## src/hw/rtl/wdr_pkg.sv

```systemverilog
package wdr_pkg;

	// mantissa geometry
	localparam int LIMB_W    = 32;
	localparam int LIMBS     = 7;
	localparam int MANT_W    = LIMB_W * LIMBS;
	localparam int RES_W     = 96;
	localparam int SCALE_W   = 8;
	localparam int CNT_W     = $clog2(LIMBS);
	localparam logic [CNT_W-1:0] LAST_LIMB = CNT_W'(LIMBS - 1);

	// one limb step divides {rem, limb} by ten
	localparam int RADIX     = 10;
	localparam int REM_W     = 4;
	localparam int CUR_W     = LIMB_W + REM_W;
	localparam int PROD_W    = 2 * CUR_W;
	// ceil(2^39 / 10), exact for every dividend below 2^36
	localparam int RECIP_SHIFT = 39;
	localparam logic [CUR_W-1:0] RECIP = 36'd54975581389;
	localparam logic [REM_W-1:0] HALF_DIGIT = 4'd5;

	typedef enum logic [1:0] {
		STAT_OK      = 2'd0,
		STAT_OVF_POS = 2'd1,
		STAT_OVF_NEG = 2'd2
	} status_t;

	typedef struct packed {
		logic [MANT_W-1:0]  mant;
		logic [SCALE_W-1:0] scale;
		logic               negative;
	} operand_t;

	typedef struct packed {
		logic load;
		logic pass_start;
		logic div_step;
		logic pass_end;
		logic finish;
	} dp_cmd_t;

	typedef struct packed {
		logic wide;
		logic scale_zero;
		logic out_free;
	} dp_stat_t;

endpackage

```

## src/hw/rtl/wdr_ctrl.sv

```systemverilog
module wdr_ctrl (
	input  logic              clk,
	input  logic              arst_n,
	input  logic              in_valid,
	output logic              in_ready,
	input  wdr_pkg::dp_stat_t stat,
	output wdr_pkg::dp_cmd_t  cmd
);
	import wdr_pkg::*;

	typedef enum logic [3:0] {
		S_IDLE  = 4'b0001,
		S_TEST  = 4'b0010,
		S_DIV   = 4'b0100,
		S_ROUND = 4'b1000
	} state_t;

	state_t           state_q;
	state_t           state_d;
	logic [CNT_W-1:0] cnt_q;

	always_comb begin
		state_d  = state_q;
		cmd      = '0;
		in_ready = (state_q == S_IDLE);
		case (state_q)
			S_IDLE: begin
				if (in_valid) begin
					cmd.load = 1'b1;
					state_d  = S_TEST;
				end
			end
			S_TEST: begin
				if (stat.wide && !stat.scale_zero) begin
					cmd.pass_start = 1'b1;
					state_d        = S_DIV;
				end else begin
					state_d = S_ROUND;
				end
			end
			S_DIV: begin
				cmd.div_step = 1'b1;
				if (cnt_q == LAST_LIMB) begin
					cmd.pass_end = 1'b1;
					state_d      = S_TEST;
				end
			end
			S_ROUND: begin
				if (stat.out_free) begin
					cmd.finish = 1'b1;
					state_d    = S_IDLE;
				end
			end
			default: begin
				state_d = S_IDLE;
			end
		endcase
	end

	always_ff @(posedge clk or negedge arst_n) begin
		if (!arst_n) begin
			state_q <= S_IDLE;
			cnt_q   <= '0;
		end else begin
			state_q <= state_d;
			if (cmd.pass_start) begin
				cnt_q <= '0;
			end else if (cmd.div_step) begin
				cnt_q <= cnt_q + 1'b1;
			end
		end
	end

	// never overwrite a result that is still waiting
	a_finish_slot_free: assert property (@(posedge clk) disable iff (!arst_n)
		cmd.finish |-> stat.out_free)
		else $error("result loaded while output slot busy");

	// a pass runs through all limbs without a break
	a_pass_continues: assert property (@(posedge clk) disable iff (!arst_n)
		cmd.div_step && !cmd.pass_end |=> cmd.div_step)
		else $error("division pass interrupted");

	a_pass_end_retest: assert property (@(posedge clk) disable iff (!arst_n)
		cmd.pass_end |=> state_q == S_TEST)
		else $error("no width test after division pass");

endmodule

```

## config.mk

```make
export PLATFORM = sky130hd
export DESIGN_NAME = wdr_ctrl
export DESIGN_NICKNAME = d
export VERILOG_FILES = /design/src/hw/rtl/wdr_pkg.sv /design/src/hw/rtl/wdr_ctrl.sv
export SDC_FILE = /design/constraint.sdc
export NUM_CORES = 1
export LEC_CHECK = 0
export BUFFER_PORTS_ARGS = -buffer_cell sky130_fd_sc_hd__clkbuf_2
export CAP_MARGIN = 25
export CORE_AREA = 2 2 39 41
export DETAILED_ROUTE_END_ITERATION = 7
export DIE_AREA = 0 0 41 43
export PLACE_DENSITY = 0.59
export REMOVE_ABC_BUFFERS = 1
export SETUP_SLACK_MARGIN = 0.5
export SYNTH_ARGS = -nofsm -noshare
export SYNTH_HDL_FRONTEND = slang
export SYNTH_SLANG_ARGS = --single-unit
```

## constraint.sdc

```tcl
create_clock -name clk -period 1.75 [get_ports clk]
set_input_delay 0.175 -clock clk [delete_from_list [all_inputs] [get_ports clk]]
set_output_delay 0.175 -clock clk [all_outputs]
set_load 0.02 [all_outputs]
```

Word-level counts from Yosys, hierarchy flattened
Cells that the tools add are included.
W data, S select, Z words.
- register bits after elaboration: 7
- input bits: 6
- output and inout bits: 6
- word-level logic and storage cells: 30
- $add $sub $neg: 1
- equal/unequal tests: 8
- mux-type cells: 15
- reduce and logical (&&, ||, !) cells: 4
- operators with widths (cell ; number):
    $mux W4 ; 4
    $pmux W4 S4 ; 1
    $mux W1 ; 7
    $mux W3 ; 2
    $ne A2 B2 Y1 const B ; 3
    $eq A4 B1 Y1 const B ; 1
    $eq A4 B2 Y1 const B ; 1
    $eq A4 B3 Y1 const B ; 1
    $eq A4 B4 Y1 const B ; 1
    $add A3 B1 Y3 const B ; 1
    $eq A3 B3 Y1 const B ; 1
    $reduce_and A3 Y1 ; 1
    $mux W2 ; 1
    $reduce_bool A2 Y1 ; 1
    $logic_and A1 B1 Y1 ; 1
    $logic_not A1 Y1 ; 1

Longest topological paths before layout
- word-level depth: 5
- gate-level depth with buffers: 5
- mapped depth without buffers: 5

Worst setup path after synthesis
OpenSTA, ideal clock, no wires.
- kind: register to output
- from: register state_q[0]
- to: output cmd[4] (netlist name)
- arrival time: 1.724 ns
- data required time: 1.575 ns
- slack: -0.149 ns
- cell stages (with the launch flop): 3
- buffers on the path: 0
- cell sequence: dfstp_2 nor4b_1 and2_1
- RTL lines (item ; RTL line ; source):
    start, declared ; wdr_ctrl.sv:18 ; state_t state_q;
    start signal, assigned ; wdr_ctrl.sv:65 ; state_q <= state_d;
    end, declared ; wdr_ctrl.sv:7 ; output wdr_pkg::dp_cmd_t cmd

==> metrics.md <==
| Metric | Value |
|---|---|
| Status | `complete, no violations` |
| Final Setup Violations | `0` |
| Crit Path Category | `reg -> out` |
| Synthesized area per cell | `10.1 µm²` |
| Top Layer Used | `met3` |
| #FFs+latches synth | `7` |
| Antenna viol nets, final | `0` |
| Layout area overhead | `63.5%` |
| Min-Delay Path Class | `in -> reg` |
| Initial Util | `0.335` |
| Vias per Instance | `4.89` |
| Non-Filler Instances | `87` |
| Mux cell area share after synthesis | `0.0216` |
| R2R Path End | `cnt_q[2]` |
| Adder-Cell Fraction of Synth Area | `0.0541` |
| Hold Slack | `0.187 ns` |
| CP startpoint kind | `flop` |
| Drt drc | `0` |
| Final instance area | `757 µm²` |
| R2R Setup Slk | `0.28 ns` |
| Peak supply drop | `538 µV` |
| Final TNS setup | `0 ns` |
| Register Area | `180 µm²` |
| Clk buf depth | `2` |
| Post-DP Area | `537 µm²` |
| Largest net degree at the start of global routing | `8` |
| Post-Synth XOR/XNOR Area | `0.0189` |
| Worst Clk Skew | `0.00238 ns` |
| Met2 wire length | `626 µm` |
| First-pass detailed-route iteration total | `2` |
| Post-layout net count | `80` |
| Leak pwr | `0.000345 µW` |
| Worst Setup End Kind | `primary output` |
| Final hold vios | `0` |
| Clk sinks | `7` |
| F_max | `636 MHz` |
| Min Clock Period, post-route | `1.57 ns` |
| Hold_sp | `in_valid` |
| Worst R2R Start | `state_q[0]` |
| Final RePlAce weighted congestion | `0.635` |
| Cells after Synth | `46` |
| Worst-path clk slew | `0.05 ns` |
| Cell Area, Synth | `463 µm²` |
| Ports | `12` |
| Drt wl/cell | `13.1 µm` |
| Placeable Area | `1380 µm²` |
| Slew HR | `0.830` |
| Netlist cell types | `28` |
| Clk_lat worst skew | `0.25 ns` |
| DPL Wire Length | `704 µm` |
| Global-route wire length before repair | `1830 µm` |
| Tcrit/Tclk final | `0.899` |
| Initial antenna violation count | `0` |
| Net Sw Power | `348 µW` |
| DRT iter0 DRCs | `1` |
| MaxCap Viol Count | `0` |
| Synth Area in Compound Gates | `0.105` |
| Via count | `425` |
| CP Data Arrival Time | `1.40 ns` |
| Sequential cell area fraction in the yosys report | `0.381` |
| Sw frac | `0.378` |
| Pwr Total | `919 µW` |
| CTS tree | `yes` |
| RSZ-0062 raised after global routing | `true` |
| Routed met1 length | `490 µm` |
| Sequential Power Share | `0.327` |
| Global Route Usage Sum | `0.158` |
| Site Rows | `14` |
| Clk pwr share | `0.155` |
| Pins Over Slew Limit | `0` |
| Filler cells | `128` |
| Port buffer count | `11` |
| Chip width | `41 µm` |
| Post-Synth Simple-Gate Area | `0.335` |
| Multi-input gate area | `304 µm²` |
| Int Pwr | `571 µW` |
| Die footprint | `1760 µm²` |
| Worst endpoint required time | `1.57 ns` |
| Diodes inserted | `0` |
| Reg2Reg Depth | `7` |
| H-tree Lvls | `1` |
| Power density over the cells | `1210 nW/µm²` |
| Largest family of logic cells by synthesized area | `simple AND/OR/NAND/NOR gates` |
| Critical path fanouts, max | `4` |
| Met3 Routed Length | `24 µm` |
| Vias in the first global route | `446` |
| Comb pwr share | `0.518` |
| Post-Route WL | `1140 µm` |
| Die height | `43 µm` |
| CTS buffer count | `3` |
| Synth Warn # | `0` |
| Slew @ Worst Pin | `0.253 ns` |
| Placed instance count | `73` |
| Hold Path Stages | `3` |
| CTS root buf | `clkbuf_4` |
| Share of cells above drive strength 1 | `0.563` |
| Overflow after GRT | `0` |
| Hold endpoint | `state_q[1]` |
how the worst max path moves through the flow:
stage                           from      to  cells past startpoint
final                     state_q[0]  cmd[1]                      4
after global routing      state_q[0]  cmd[1]                      4
after CTS                 state_q[1]  cmd[1]                      3
after detailed placement  state_q[0]  cmd[4]                      3
after global placement    state_q[0]  cmd[4]                      3
after floorplan           state_q[0]  cmd[4]                      2
cell usage after synthesis:
| library cell | number | area (µm²) |
|---|---|---|
| a31oi_1 | 2 | 12.5 |
| a21o_1 | 2 | 15.0 |
| dfrtp_1 | 6 | 150 |
| nor4b_4 | 1 | 23.8 |
| nor2_2 | 1 | 6.26 |
| nor4_1 | 1 | 6.26 |
| ha_1 | 2 | 25.0 |
| nor3_1 | 2 | 10.0 |
| nand2b_1 | 2 | 12.5 |
| xnor2_1 | 1 | 8.76 |
| a211oi_1 | 1 | 7.51 |
| nand3b_1 | 1 | 7.51 |
| mux2i_1 | 1 | 10.0 |
| nor3b_1 | 2 | 15.0 |
| and2_1 | 2 | 12.5 |
| o21ai_0 | 1 | 5.00 |
| dfstp_2 | 1 | 26.3 |
| nand2_1 | 2 | 7.51 |
| nand4_1 | 1 | 6.26 |
| and3_1 | 1 | 6.26 |
| nor4_4 | 1 | 21.3 |
| nor4b_1 | 1 | 8.76 |
| nor2_1 | 3 | 11.3 |
| a211o_1 | 1 | 8.76 |
| buf_6 | 1 | 11.3 |
| buf_4 | 1 | 7.51 |
| buf_2 | 1 | 5.00 |
| inv_1 | 4 | 15.0 |
cell type report:
type / count / area share
Clock buffer: 4 / 0.0347
Inverter: 4 / 0.0198
Multi-Input combinational cell: 32 / 0.402
Sequential cell: 7 / 0.238
Tap cell: 16 / 0.0264
Timing Repair Buffer: 24 / 0.279
per-stage QoR:
| stage | setup slack, ns | util |
|---|---|---|
| floorplan | -0.149 | - |
| global placement | 0.254 | 0.388 |
| detailed placement | 0.263 | 0.388 |
| CTS | 0.180 | 0.511 |
| global route | 0.112 | 0.547 |
| finish | 0.177 | 0.547 |
registers in the layout, summed over array words and instances, names as in the netlist:
signal   count
state_q      4
cnt_q        3
repair_timing:
item | in CTS | in global routing
resized for setup | 17 | 16
hold buffers | 1 | 0
setup endpoints to repair | 11 | 11
setup buffers | 8 | 1
cloned | 0 | 0
pin swaps | 4 | 5
endpoints found under the hold margin | 7 | 0
power by group through the flow:
stage               Clock (µW)  Sequential [µW]  Combinational (µW)
finish                     143              301                 476
global route               163              308                 515
CTS                        149              293                 415
detailed placement           0              303                 269
global placement             0              301                 264
floorplan                    0              288                 196
placed cells by master, fill, tap and decap left out, drive strengths merged, types with 2 or more instances in the layout:
cell type / netlist / routed
nand2b: 2 / 2
nor3b: 2 / 2
nand2: 2 / 2
nor3: 2 / 2
and2: 2 / 2
nor4: 2 / 2
clkbuf: 0 / 9
nor4b: 2 / 2
nor2: 4 / 4
buf: 3 / 18
a31oi: 2 / 2
a21o: 2 / 2
dfrtp: 6 / 6
inv: 4 / 4
ha: 2 / 2
cell families after synthesis:
group / Yosys count
simple gates: 21
compound gates: 7
buf+inv: 7
flops: 7
fa+ha+maj: 2
xor+xnor: 1
mux: 1
metal layers:
layer / track usage / vias to the layer above
li1: - / 213
met1: 0.179 / 204
met2: 0.263 / 8
met3: 0.0314 / 0
met4: 0.0800 / 0
met5: 0 / -
critical path: stages, from the launching register on:
cell and delay, ns:
dfstp_2 0.39, buf_6 0.12, nor4b_4 0.30, and3_4 0.24, buf_8 0.11
(Power assumes the default switching activity.)
